**config.mk**
```make
export PLATFORM = sky130hd
export DESIGN_NAME = tiled_display_cursor_mapper_core
export DESIGN_NICKNAME = d
export VERILOG_FILES = /design/src/rtl/tdcm_pkg.sv /design/src/rtl/tiled_display_cursor_mapper_core.sv /design/src/rtl/tdcm_div.sv /design/src/rtl/tdcm_dp.sv /design/src/rtl/tdcm_ctrl.sv
export SDC_FILE = /design/constraint.sdc
export NUM_CORES = 1
export LEC_CHECK = 0
export ABC_AREA = 1
export BUFFER_PORTS_ARGS = -buffer_cell sky130_fd_sc_hd__buf_4
export CAP_MARGIN = 20
export CORE_MARGIN = 3
export CORE_UTILIZATION = 54
export DETAILED_ROUTE_END_ITERATION = 6
export PLACE_DENSITY = 0.82
export SLEW_MARGIN = 20
export SYNTH_ARGS = -nofsm -noshare
export SYNTH_HDL_FRONTEND = slang
export SYNTH_SLANG_ARGS = --single-unit
```
**constraint.sdc**
```tcl
create_clock -name clk -period 8.7 [get_ports clk]
set_input_delay 1.74 -clock clk [delete_from_list [all_inputs] [get_ports clk]]
set_output_delay 1.74 -clock clk [all_outputs]
set_load 0.01 [all_outputs]
```
**src/rtl/tdcm_pkg.sv**
```systemverilog
// Shared types and constants of the tiled display cursor mapper.
// No dependencies; every other file of the block imports it.
package tdcm_pkg;

  localparam int DIV_W     = 11;  // dividend width of the shared divider
  localparam int DIVISOR_W = 8;   // divisor width of the shared divider

  localparam logic [15:0] COORD_MAX      = 16'hffff;
  localparam logic [5:0]  DEFAULT_FONT_W = 6'd6;
  localparam int          ROW_SHIFT      = 3;  // 8 pixel rows per character row

  typedef enum logic [1:0] {
    OP_CLEAR = 2'd0,
    OP_SET   = 2'd1,
    OP_PRINT = 2'd2,
    OP_NONE  = 2'd3
  } op_t;

  typedef enum logic [2:0] {
    CMD_CLEAR  = 3'd0,
    CMD_SELECT = 3'd1,
    CMD_WRITE  = 3'd2,
    CMD_REJECT = 3'd3,
    CMD_NOP    = 3'd4
  } cmd_t;

  typedef enum logic [2:0] {
    REG_ACROSS  = 3'd0,
    REG_DOWN    = 3'd1,
    REG_COLUMNS = 3'd2,
    REG_ROWS    = 3'd3,
    REG_GRAPHIC = 3'd4,
    REG_FONT    = 3'd5
  } reg_idx_t;

  typedef enum logic [1:0] {
    DIV_PANEL = 2'd0,
    DIV_COL   = 2'd1,
    DIV_ROW   = 2'd2
  } div_sel_t;

  typedef enum logic [3:0] {
    ST_IDLE,
    ST_P_START,
    ST_P_WAIT,
    ST_P_MUL,
    ST_P_SUM,
    ST_P_CHECK,
    ST_CHECK,
    ST_X_START,
    ST_X_WAIT,
    ST_Y_START,
    ST_Y_WAIT,
    ST_SCALE,
    ST_EMIT_SEL,
    ST_EMIT_CHR,
    ST_EMIT_REJ,
    ST_EMIT_ONE
  } state_t;

  typedef struct packed {
    logic     in_load;
    logic     div_start;
    div_sel_t div_sel;
    logic     off_mul;
    logic     gsum;
    logic     cap_x;
    logic     scale;
    logic     cur_clear;
    logic     cur_invalidate;
    logic     cur_set;
    logic     cur_panel;
    logic     cur_advance;
    logic     out_load;
    cmd_t     out_kind;
    logic     out_last;
  } dp_cmd_t;

  typedef struct packed {
    op_t  new_op;
    op_t  op;
    logic div_busy;
    logic set_on_screen;
    logic cur_ok;
    logic panel_differs;
    logic out_free;
  } dp_status_t;

endpackage

```
**src/rtl/tiled_display_cursor_mapper_core.sv**
```systemverilog
// Tiled display cursor mapper, top level: stream ports, controller, datapath.
// Depends on tdcm_pkg, tdcm_ctrl, tdcm_dp (which holds tdcm_div).
//
// Maps a cursor over a grid of identical panels tiled into one virtual screen.
// Each request carries an op in s_tuser: clear (one clear-all result, cursor
// homed), set cursor (panel-relative column/row turned into global ones;
// off-screen gives a reject and invalidates the cursor, else one
// select-and-place result), print (reject while the cursor is invalid or off
// screen, else an optional panel reselect followed by a write-char result,
// column advances with no wrap). Results leave on the m_ side with the result
// kind in m_tuser and m_tlast on the final result of a request. Requests are
// taken one at a time. Each request makes passes of the shared restoring divider
// (start, one step per quotient bit, then a check that it is done): three
// for an on-screen set, one for an off-screen set, two for a print. Clear,
// unused op and rejected print use no pass. A result waits while the output
// register is still full. The result sits in an output register, so the next
// request is taken while it waits. Config writes (cfg_we, cfg_index, cfg_data)
// must only happen while no request is in flight.
module tiled_display_cursor_mapper_core
  import tdcm_pkg::*;
(
  input  logic        clk,
  input  logic        rst,
  input  logic        s_tvalid,
  output logic        s_tready,
  input  logic [39:0] s_tdata,   // panel[7:0], col[18:8], row[29:19], char_code[37:30]
  input  logic [1:0]  s_tuser,   // op[1:0]
  output logic        m_tvalid,
  input  logic        m_tready,
  output logic [39:0] m_tdata,   // device[5:0], pos_x[19:6], pos_y[30:20], char_out[38:31]
  output logic [2:0]  m_tuser,   // cmd[2:0]
  output logic        m_tlast,
  input  logic        cfg_we,
  input  logic [2:0]  cfg_index,
  input  logic [7:0]  cfg_data
);

  dp_cmd_t    cmd;
  dp_status_t status;

  logic [5:0]  out_device;
  logic [13:0] out_pos_x;
  logic [10:0] out_pos_y;
  logic [7:0]  out_char;

  tdcm_ctrl u_ctrl (
    .clk      (clk),
    .rst      (rst),
    .in_valid (s_tvalid),
    .in_ready (s_tready),
    .status   (status),
    .cmd      (cmd)
  );

  tdcm_dp u_dp (
    .clk        (clk),
    .rst        (rst),
    .cmd        (cmd),
    .status     (status),
    .in_op      (s_tuser),
    .in_panel   (s_tdata[7:0]),
    .in_col     (s_tdata[18:8]),
    .in_row     (s_tdata[29:19]),
    .in_char    (s_tdata[37:30]),
    .cfg_we     (cfg_we),
    .cfg_index  (cfg_index),
    .cfg_data   (cfg_data),
    .out_valid  (m_tvalid),
    .out_ready  (m_tready),
    .out_cmd    (m_tuser),
    .out_device (out_device),
    .out_pos_x  (out_pos_x),
    .out_pos_y  (out_pos_y),
    .out_char   (out_char),
    .out_last   (m_tlast)
  );

  // pad to whole bytes
  assign m_tdata = {1'b0, out_char, out_pos_y, out_pos_x, out_device};

endmodule

```
**src/rtl/tdcm_div.sv**
```systemverilog
// Restoring divider, one quotient bit per cycle.
// Depends on tdcm_pkg.
module tdcm_div
  import tdcm_pkg::*;
(
  input  logic                 clk,
  input  logic                 rst,
  input  logic                 start,
  input  logic [DIV_W-1:0]     dividend,
  input  logic [DIVISOR_W-1:0] divisor,
  output logic                 busy,
  output logic [DIV_W-1:0]     quo,
  output logic [DIVISOR_W-1:0] rem
);

  localparam int              CNT_W = $clog2(DIV_W);
  localparam logic [CNT_W-1:0] LAST = CNT_W'(DIV_W - 1);

  logic [CNT_W-1:0]     cnt;
  logic [DIV_W-1:0]     quo_q;
  logic [DIVISOR_W-1:0] rem_q;
  logic [DIVISOR_W-1:0] dsr_q;
  logic [DIVISOR_W+1:0] diff;
  logic                 neg;

  assign diff = {1'b0, rem_q, quo_q[DIV_W-1]} - {2'b00, dsr_q};
  assign neg  = diff[DIVISOR_W+1];

  always_ff @(posedge clk) begin
    if (rst) begin
      busy <= 1'b0;
      cnt  <= '0;
    end else if (start) begin
      busy <= 1'b1;
      cnt  <= '0;
    end else if (busy) begin
      cnt <= cnt + 1'b1;
      if (cnt == LAST) begin
        busy <= 1'b0;
      end
    end
  end

  always_ff @(posedge clk) begin
    if (start) begin
      quo_q <= dividend;
      rem_q <= '0;
      dsr_q <= divisor;
    end else if (busy) begin
      quo_q <= {quo_q[DIV_W-2:0], ~neg};
      rem_q <= neg ? {rem_q[DIVISOR_W-2:0], quo_q[DIV_W-1]} : diff[DIVISOR_W-1:0];
    end
  end

  assign quo = quo_q;
  assign rem = rem_q;

endmodule

```
**src/rtl/tdcm_dp.sv**
```systemverilog
// Datapath: config registers, request capture, cursor state, coordinate math,
// shared divider and the output register. Depends on tdcm_pkg and tdcm_div.
module tdcm_dp
  import tdcm_pkg::*;
(
  input  logic        clk,
  input  logic        rst,
  input  dp_cmd_t     cmd,
  output dp_status_t  status,
  input  logic [1:0]  in_op,
  input  logic [7:0]  in_panel,
  input  logic [10:0] in_col,
  input  logic [10:0] in_row,
  input  logic [7:0]  in_char,
  input  logic        cfg_we,
  input  logic [2:0]  cfg_index,
  input  logic [7:0]  cfg_data,
  output logic        out_valid,
  input  logic        out_ready,
  output logic [2:0]  out_cmd,
  output logic [5:0]  out_device,
  output logic [13:0] out_pos_x,
  output logic [10:0] out_pos_y,
  output logic [7:0]  out_char,
  output logic        out_last
);

  // config registers
  logic [3:0] panels_across, panels_down;
  logic [7:0] panel_columns, panel_rows;
  logic       graphic_mode;
  logic [5:0] glyph_width;

  logic [3:0]  across, down;
  logic [7:0]  cols, rows;
  logic [5:0]  fw;
  logic [11:0] w_prod, h_prod;
  logic [10:0] full_w, full_h;

  // request
  op_t         op;
  logic [7:0]  pnl;
  logic [10:0] col, row;
  logic [7:0]  ch;

  // cursor
  logic [15:0] cursor_col, cursor_row;
  logic [5:0]  cursor_panel;
  logic        cursor_valid;

  // working registers
  logic [10:0] px_off, px_off_next;
  logic [15:0] py_off, py_off_next;
  logic [11:0] gx;
  logic [15:0] gy;
  logic [16:0] gy_sum;
  logic [2:0]  qx;
  logic [7:0]  rx;
  logic [5:0]  dev;
  logic [6:0]  dev_mul, dev_sum;
  logic [13:0] lx, lx_mul;
  logic [10:0] ly;

  // divider
  logic [DIV_W-1:0]     div_dividend, div_quo;
  logic [DIVISOR_W-1:0] div_divisor, div_rem;
  logic                 div_busy;

  // out-of-range register values act as the nearest legal one; glyph width 0 acts as DEFAULT_FONT_W
  assign across = (panels_across == 4'd0) ? 4'd1 : (panels_across > 4'd8) ? 4'd8 : panels_across;
  assign down   = (panels_down == 4'd0) ? 4'd1 : (panels_down > 4'd8) ? 4'd8 : panels_down;
  assign cols   = (panel_columns == 8'd0) ? 8'd1 : panel_columns;
  assign rows   = (panel_rows == 8'd0) ? 8'd1 : panel_rows;
  assign fw     = (glyph_width == 6'd0) ? DEFAULT_FONT_W : glyph_width;
  assign w_prod = across * cols;
  assign h_prod = down * rows;

  always_ff @(posedge clk) begin
    if (rst) begin
      panels_across <= 4'd2;
      panels_down   <= 4'd1;
      panel_columns <= 8'd40;
      panel_rows    <= 8'd2;
      graphic_mode  <= 1'b0;
      glyph_width   <= 6'd6;
      full_w        <= 11'd80;
      full_h        <= 11'd2;
    end else begin
      full_w <= w_prod[10:0];
      full_h <= h_prod[10:0];
      if (cfg_we) begin
        case (cfg_index)
          REG_ACROSS:  panels_across <= cfg_data[3:0];
          REG_DOWN:    panels_down   <= cfg_data[3:0];
          REG_COLUMNS: panel_columns <= cfg_data;
          REG_ROWS:    panel_rows    <= cfg_data;
          REG_GRAPHIC: graphic_mode  <= cfg_data[0];
          REG_FONT:    glyph_width   <= cfg_data[5:0];
          default: ;
        endcase
      end
    end
  end

  always_ff @(posedge clk) begin
    if (rst) begin
      op <= OP_CLEAR;
    end else if (cmd.in_load) begin
      op <= op_t'(in_op);
    end
  end

  always_ff @(posedge clk) begin
    if (cmd.in_load) begin
      pnl <= in_panel;
      col <= in_col;
      row <= in_row;
      ch  <= in_char;
    end
  end

  // divider operand select
  always_comb begin
    case (cmd.div_sel)
      DIV_COL: begin
        div_dividend = cursor_col[DIV_W-1:0];
        div_divisor  = cols;
      end
      DIV_ROW: begin
        div_dividend = cursor_row[DIV_W-1:0];
        div_divisor  = rows;
      end
      default: begin
        div_dividend = {3'b000, pnl};
        div_divisor  = {4'b0000, across};
      end
    endcase
  end

  tdcm_div u_div (
    .clk      (clk),
    .rst      (rst),
    .start    (cmd.div_start),
    .dividend (div_dividend),
    .divisor  (div_divisor),
    .busy     (div_busy),
    .quo      (div_quo),
    .rem      (div_rem)
  );

  // panel offsets: remainder < 8, quotient < 256
  assign px_off_next = div_rem[2:0] * cols;
  assign py_off_next = div_quo[7:0] * rows;
  assign gy_sum      = {6'b0, row} + {1'b0, py_off};

  assign dev_mul = div_quo[2:0] * across;
  assign dev_sum = dev_mul + {4'b0000, qx};
  assign lx_mul  = rx * fw;

  always_ff @(posedge clk) begin
    if (cmd.off_mul) begin
      px_off <= px_off_next;
      py_off <= py_off_next;
    end
    if (cmd.gsum) begin
      gx <= {1'b0, col} + {1'b0, px_off};
      gy <= gy_sum[16] ? COORD_MAX : gy_sum[15:0];
    end
    if (cmd.cap_x) begin
      qx <= div_quo[2:0];
      rx <= div_rem;
    end
    if (cmd.scale) begin
      dev <= dev_sum[5:0];
      lx  <= graphic_mode ? lx_mul : {6'b0, rx};
      ly  <= graphic_mode ? {div_rem, 3'b000} : {3'b000, div_rem};
    end
  end

  always_ff @(posedge clk) begin
    if (rst) begin
      cursor_col   <= '0;
      cursor_row   <= '0;
      cursor_panel <= '0;
      cursor_valid <= 1'b1;
    end else begin
      if (cmd.cur_clear) begin
        cursor_col   <= '0;
        cursor_row   <= '0;
        cursor_panel <= '0;
        cursor_valid <= 1'b1;
      end
      if (cmd.cur_invalidate) begin
        cursor_col   <= COORD_MAX;
        cursor_row   <= COORD_MAX;
        cursor_valid <= 1'b0;
      end
      if (cmd.cur_set) begin
        cursor_col   <= {4'b0, gx};
        cursor_row   <= gy;
        cursor_valid <= 1'b1;
      end
      if (cmd.cur_panel) begin
        cursor_panel <= dev;
      end
      if (cmd.cur_advance && cursor_col != COORD_MAX) begin
        cursor_col <= cursor_col + 16'd1;
      end
    end
  end

  // output register
  always_ff @(posedge clk) begin
    if (rst) begin
      out_valid <= 1'b0;
    end else if (cmd.out_load) begin
      out_valid <= 1'b1;
    end else if (out_ready) begin
      out_valid <= 1'b0;
    end
  end

  always_ff @(posedge clk) begin
    if (cmd.out_load) begin
      out_cmd  <= cmd.out_kind;
      out_last <= cmd.out_last;
      if (cmd.out_kind == CMD_SELECT || cmd.out_kind == CMD_WRITE) begin
        out_device <= dev;
        out_pos_x  <= lx;
        out_pos_y  <= ly;
      end else begin
        out_device <= '0;
        out_pos_x  <= '0;
        out_pos_y  <= '0;
      end
      out_char <= (cmd.out_kind == CMD_WRITE) ? ch : 8'd0;
    end
  end

  assign status.new_op        = op_t'(in_op);
  assign status.op            = op;
  assign status.div_busy      = div_busy;
  assign status.set_on_screen = (gx < {1'b0, full_w}) && (gy < {5'b0, full_h});
  assign status.cur_ok        = cursor_valid && (cursor_col < {5'b0, full_w})
                                && (cursor_row < {5'b0, full_h});
  // checked in the scale cycle, while dev is still being loaded from dev_sum
  assign status.panel_differs = (dev_sum[5:0] != cursor_panel);
  assign status.out_free      = !out_valid || out_ready;

endmodule

```
**src/rtl/tdcm_ctrl.sv**
```systemverilog
// Controller state machine: sequences the divider passes, checks and emits.
// Depends on tdcm_pkg.
module tdcm_ctrl
  import tdcm_pkg::*;
(
  input  logic       clk,
  input  logic       rst,
  input  logic       in_valid,
  output logic       in_ready,
  input  dp_status_t status,
  output dp_cmd_t    cmd
);

  state_t state, state_next;

  always_ff @(posedge clk) begin
    if (rst) begin
      state <= ST_IDLE;
    end else begin
      state <= state_next;
    end
  end

  always_comb begin
    state_next = state;
    unique case (state)
      ST_IDLE: begin
        if (in_valid) begin
          unique case (status.new_op)
            OP_SET:   state_next = ST_P_START;
            OP_PRINT: state_next = ST_CHECK;
            default:  state_next = ST_EMIT_ONE;
          endcase
        end
      end
      ST_P_START: state_next = ST_P_WAIT;
      ST_P_WAIT:  if (!status.div_busy) state_next = ST_P_MUL;
      ST_P_MUL:   state_next = ST_P_SUM;
      ST_P_SUM:   state_next = ST_P_CHECK;
      ST_P_CHECK: state_next = status.set_on_screen ? ST_X_START : ST_EMIT_REJ;
      ST_CHECK:   state_next = status.cur_ok ? ST_X_START : ST_EMIT_REJ;
      ST_X_START: state_next = ST_X_WAIT;
      ST_X_WAIT:  if (!status.div_busy) state_next = ST_Y_START;
      ST_Y_START: state_next = ST_Y_WAIT;
      ST_Y_WAIT:  if (!status.div_busy) state_next = ST_SCALE;
      ST_SCALE: begin
        if (status.op == OP_SET || status.panel_differs) begin
          state_next = ST_EMIT_SEL;
        end else begin
          state_next = ST_EMIT_CHR;
        end
      end
      ST_EMIT_SEL: begin
        if (status.out_free) begin
          state_next = (status.op == OP_SET) ? ST_IDLE : ST_EMIT_CHR;
        end
      end
      ST_EMIT_CHR, ST_EMIT_REJ, ST_EMIT_ONE: begin
        if (status.out_free) state_next = ST_IDLE;
      end
      default: state_next = ST_IDLE;
    endcase
  end

  always_comb begin
    cmd          = '0;
    cmd.div_sel  = DIV_PANEL;
    cmd.out_kind = CMD_NOP;
    in_ready     = 1'b0;
    unique case (state)
      ST_IDLE: begin
        in_ready    = 1'b1;
        cmd.in_load = in_valid;
      end
      ST_P_START: begin
        cmd.div_start = 1'b1;
        cmd.div_sel   = DIV_PANEL;
      end
      ST_P_MUL: cmd.off_mul = 1'b1;
      ST_P_SUM: cmd.gsum = 1'b1;
      ST_P_CHECK: cmd.cur_set = status.set_on_screen;
      ST_X_START: begin
        cmd.div_start = 1'b1;
        cmd.div_sel   = DIV_COL;
      end
      ST_Y_START: begin
        cmd.div_start = 1'b1;
        cmd.div_sel   = DIV_ROW;
        cmd.cap_x     = 1'b1;
      end
      ST_SCALE: cmd.scale = 1'b1;
      ST_EMIT_SEL: begin
        cmd.out_load  = status.out_free;
        cmd.out_kind  = CMD_SELECT;
        cmd.out_last  = (status.op == OP_SET);
        cmd.cur_panel = status.out_free;
      end
      ST_EMIT_CHR: begin
        cmd.out_load    = status.out_free;
        cmd.out_kind    = CMD_WRITE;
        cmd.out_last    = 1'b1;
        cmd.cur_advance = status.out_free;
      end
      ST_EMIT_REJ: begin
        cmd.out_load       = status.out_free;
        cmd.out_kind       = CMD_REJECT;
        cmd.out_last       = 1'b1;
        cmd.cur_invalidate = status.out_free && (status.op == OP_SET);
      end
      ST_EMIT_ONE: begin
        cmd.out_load  = status.out_free;
        cmd.out_kind  = (status.op == OP_CLEAR) ? CMD_CLEAR : CMD_NOP;
        cmd.out_last  = 1'b1;
        cmd.cur_clear = status.out_free && (status.op == OP_CLEAR);
      end
      default: ;
    endcase
  end

endmodule

```
==> impl_metrics.env <==
export IMPL_r2r_start="u_dp.panel_rows[1]"
export IMPL_die_y_um=201
export IMPL_firstDrtPassIters=5
export IMPL_arrival_ns=5.79
export IMPL_antenna_found_initial=0
export IMPL_fin_crit_ns=5.51
export IMPL_worst_pin_slew_ns=1.00
export IMPL_hold_violations=0
export IMPL_globalRouteOverflowTotal=0
export IMPL_fp_dieW_um=201
export IMPL_synthArstFlopShare_pct=0
export IMPL_rows=70
export IMPL_syn_inst=2398
export IMPL_finalSetupTns_ns=0
export IMPL_ys_ff_latch=309
export IMPL_cp_end_kind="register"
export IMPL_fin_crit_sh_pct=63.3
export IMPL_required_ns=8.99
export IMPL_io_pins=104
export IMPL_p_comb_share_pct=30.4
export IMPL_yosys_cell_types_count=50
export IMPL_layout_drive_gt1_share_pct=7.76
export IMPL_cts_tree="built"
export IMPL_synth_edf_count=197
export IMPL_num_vias=16100
export IMPL_dp_cells=2938
export IMPL_drtAntennaViolNets=0
export IMPL_wire_per_inst_um=15.8
export IMPL_startpoint_type="register"
export IMPL_start_util_pct=55.3
export IMPL_place_congestion=0.927
export IMPL_ir_worst_vdd_v=0.000185
export IMPL_fp_coreArea_mm2=0.0370
export IMPL_ys_warn_count=0
export IMPL_critPathLaunch="u_dp.panel_rows[1]"
export IMPL_first_global_vias=15700
export IMPL_crit_type="reg2reg"
export IMPL_ctsHoldBuffers=0
export IMPL_drv_cap=0
export IMPL_clock_sinks=309
export IMPL_drt_wl_total_um=47400
export IMPL_grt_util_all_layers_pct=23.3
export IMPL_drcViolationCount=0
export IMPL_drt_iter0_drc=1251
export IMPL_hold_ws_ns=0.465
export IMPL_dp_hpwl_um=35900
export IMPL_clkLatencyLatePin_ns=0.56
export IMPL_slew_violations=0
export IMPL_hold_class="reg2reg"
export IMPL_syn_avg_cell_area_um2=8.52
export IMPL_worstPathMaxFanout=12
export IMPL_setup_viol=0
export IMPL_port_buffers=100
export IMPL_postLayoutCellArea_mm2=0.0227
export IMPL_syn_nets=2739
export IMPL_clock_root_buffer="clkbuf_16"
export IMPL_floorplan_die_area_mm2=0.0402
export IMPL_syn_area_mm2=0.0204
export IMPL_pwr_share_seq_pct=40.5
export IMPL_fin_util_pct=61.5
export IMPL_internal_power_w=0.00326
export IMPL_postCtsSetupRepairBufs=0
export IMPL_finalNetCount=2813
export IMPL_max_clock_freq_ghz=0.182
export IMPL_slew_headroom_pct=32.9
export IMPL_cts_resized=0
export IMPL_postPlaceCellArea_mm2=0.0215
export IMPL_p_leak_nw=10.9
export IMPL_rsz0062_at_grt="no"
export IMPL_grt_start_max_net_pins=56
export IMPL_fin_cells=3003
export IMPL_swShare_pct=35.7
export IMPL_ys_flop_type="edfxtp_1"
export IMPL_power_switching_w=0.00181
export IMPL_grt_first_pass_wirelength_um=77100
export IMPL_p_per_area_mw_per_mm2=223
export IMPL_viasPerCell=5.35
export IMPL_antenna_cells=0
export IMPL_areaGrowthSynthToFinish_pct=11.3
export IMPL_hp_start="u_dp.cursor_row[15]"
export IMPL_clock_skew_ns=0.0300
export IMPL_yosysSeqAreaShare_pct=39.9
export IMPL_clkTransAtPathRegs_ns=0.06
export IMPL_status="finished clean"
export IMPL_clock_power_share_pct=29.1
export IMPL_clock_path_buffers=3
export IMPL_htree_levels=2
export IMPL_cts_buffers_inserted=35
==> layout by cell type, fill, tap and decap left out, types with 3 or more instances in the layout <==
cell        instances
o21bai_1            4
clkinvlp_4          3
inv_2               5
a221oi_1            3
o22ai_1             9
o211ai_1           14
bufinv_16           3
a21oi_1           186
nand3b_1            4
nand3_1            69
clkinv_1            7
nor2_1            236
a31oi_1             3
inv_1             445
clkbuf_1            8
clkinv_2            4
nor2_2              5
o21a_1              5
nor2_4              5
o21ai_1             3
nor3_1             14
buf_4             107
a21o_1              6
xor2_1             39
ha_1              184
edfxtp_1          197
o2111ai_1           3
fa_1               99
nor4_1              3
o21ai_0           108
or2_2               8
dfxtp_1           111
nand2_2             4
nand2_1           499
xnor2_1            17
nand4_1            16
clkbuf_16          35
==> registers in the layout (all words and copies together) (netlist names), 8 cells and up <==
name	cells
u_dp.ch	8
u_dp.col	11
u_dp.cursor_col	16
u_dp.cursor_row	16
u_dp.full_h	11
u_dp.full_w	11
u_dp.gx	12
u_dp.gy	16
u_dp.lx	14
u_dp.ly	11
u_dp.out_char	8
u_dp.out_pos_x	14
u_dp.out_pos_y	11
u_dp.panel_columns	8
u_dp.panel_rows	8
u_dp.pnl	8
u_dp.px_off	11
u_dp.py_off	16
u_dp.row	11
u_dp.rx	8
u_dp.u_div.dsr_q	8
u_dp.u_div.quo	11
u_dp.u_div.rem	8
==> cells by family after synthesis <==
logic type	Yosys count	synth area share, %
simple gates	872	17.4
buf+inv	525	10.0
fa+ha+maj	283	21.0
xor+xnor	56	2.40
compound gates	352	9.27
flops	309	39.9
other cells	1	0.0184
==> critical path: stages, from the launching register on <==
cell	delay [ns]
dfxtp_1	0.61
inv_1	0.22
nand4_1	0.15
nor4_1	0.05
nor2_1	0.78
inv_1	0.15
nand2_1	0.15
fa_1	0.44
fa_1	0.50
inv_1	0.06
fa_1	0.48
ha_1	0.37
a21oi_1	0.20
o21ai_0	0.16
a21oi_1	0.26
o21ai_0	0.16
nand2_1	0.09
nand2_1	0.05
a21oi_1	0.16
inv_1	0.06
nand2_1	0.05
nand2_1	0.07
==> area by class of cell <==
| cell class | instances | area (um2) |
|---|---|---|
| Sequential cell | 309 | 8160 |
| Timing Repair Buffer | 108 | 831 |
| Multi-Input combinational cell | 1564 | 10200 |
| Clock buffer | 45 | 933 |
| Tap cell | 504 | 631 |
| Clock inverter | 19 | 218 |
| Inverter | 454 | 1710 |
| Fill cell | 3112 | 14200 |
==> power by group through the flow <==
| stage | clock (W) | combinational (W) | sequential (W) |
|---|---|---|---|
| 5_1_grt | 0.00156 | 0.00175 | 0.00207 |
| 3_5_place_dp | 0 | 0.00151 | 0.00208 |
| 4_1_cts | 0.00150 | 0.00153 | 0.00205 |
| 3_3_place_gp | 0 | 0.00144 | 0.00207 |
| 2_1_floorplan | 0 | 0.00115 | 0.00197 |
| 6_report | 0.00148 | 0.00154 | 0.00205 |
==> through the flow <==
step                      setup slack (ns)  total power [W]
after detailed placement              3.28          0.00359
after global placement                3.34          0.00352
after global routing                  2.70          0.00538
after CTS                             3.22          0.00508
final                                 3.19          0.00507
after floorplan                       4.31          0.00312
==> synth_stat cells, types with 5 or more instances <==
| master | n | area, um2 |
|---|---|---|
| clkbuf_1 | 50 | 188 |
| dfxtp_1 | 112 | 2240 |
| o21a_1 | 5 | 37.5 |
| inv_2 | 5 | 18.8 |
| o22ai_1 | 9 | 56.3 |
| buf_2 | 5 | 25.0 |
| or2_2 | 8 | 50.1 |
| buf_6 | 5 | 56.3 |
| nand2_1 | 499 | 1870 |
| edfxtp_1 | 197 | 5920 |
| a21o_1 | 6 | 45.0 |
| o21ai_0 | 108 | 541 |
| ha_1 | 184 | 2300 |
| a21oi_1 | 186 | 931 |
| nor2_1 | 239 | 897 |
| xor2_1 | 39 | 342 |
| fa_1 | 99 | 1980 |
| buf_4 | 6 | 45.0 |
| nand3_1 | 69 | 345 |
| xnor2_1 | 17 | 149 |
| nor3_1 | 14 | 70.1 |
| inv_1 | 446 | 1670 |
| o211ai_1 | 14 | 105 |
| nand4_1 | 16 | 100 |
==> per-layer routing <==
metal | GRT usage [%] | share of wire (%) | up-vias
li1 | - | - | 7803
met1 | 30.1 | 42 | 7577
met2 | 39.1 | 47 | 562
met3 | 3.86 | 6.9 | 116
met4 | 9.86 | 4.0 | 0
met5 | 0 | 0 | -
==> path summary, 6_finish.rpt <==
path	to	slack, ns	cells past startpoint
worst max register to register	u_dp.py_off[15]	3.19	21
worst min register to register	u_dp.cursor_row[15]	0.47	2
worst min-delay path	u_dp.cursor_row[15]	0.47	2
worst max-delay path	u_dp.py_off[15]	3.19	21
Note: power is estimated with default switching activity, not from simulation.
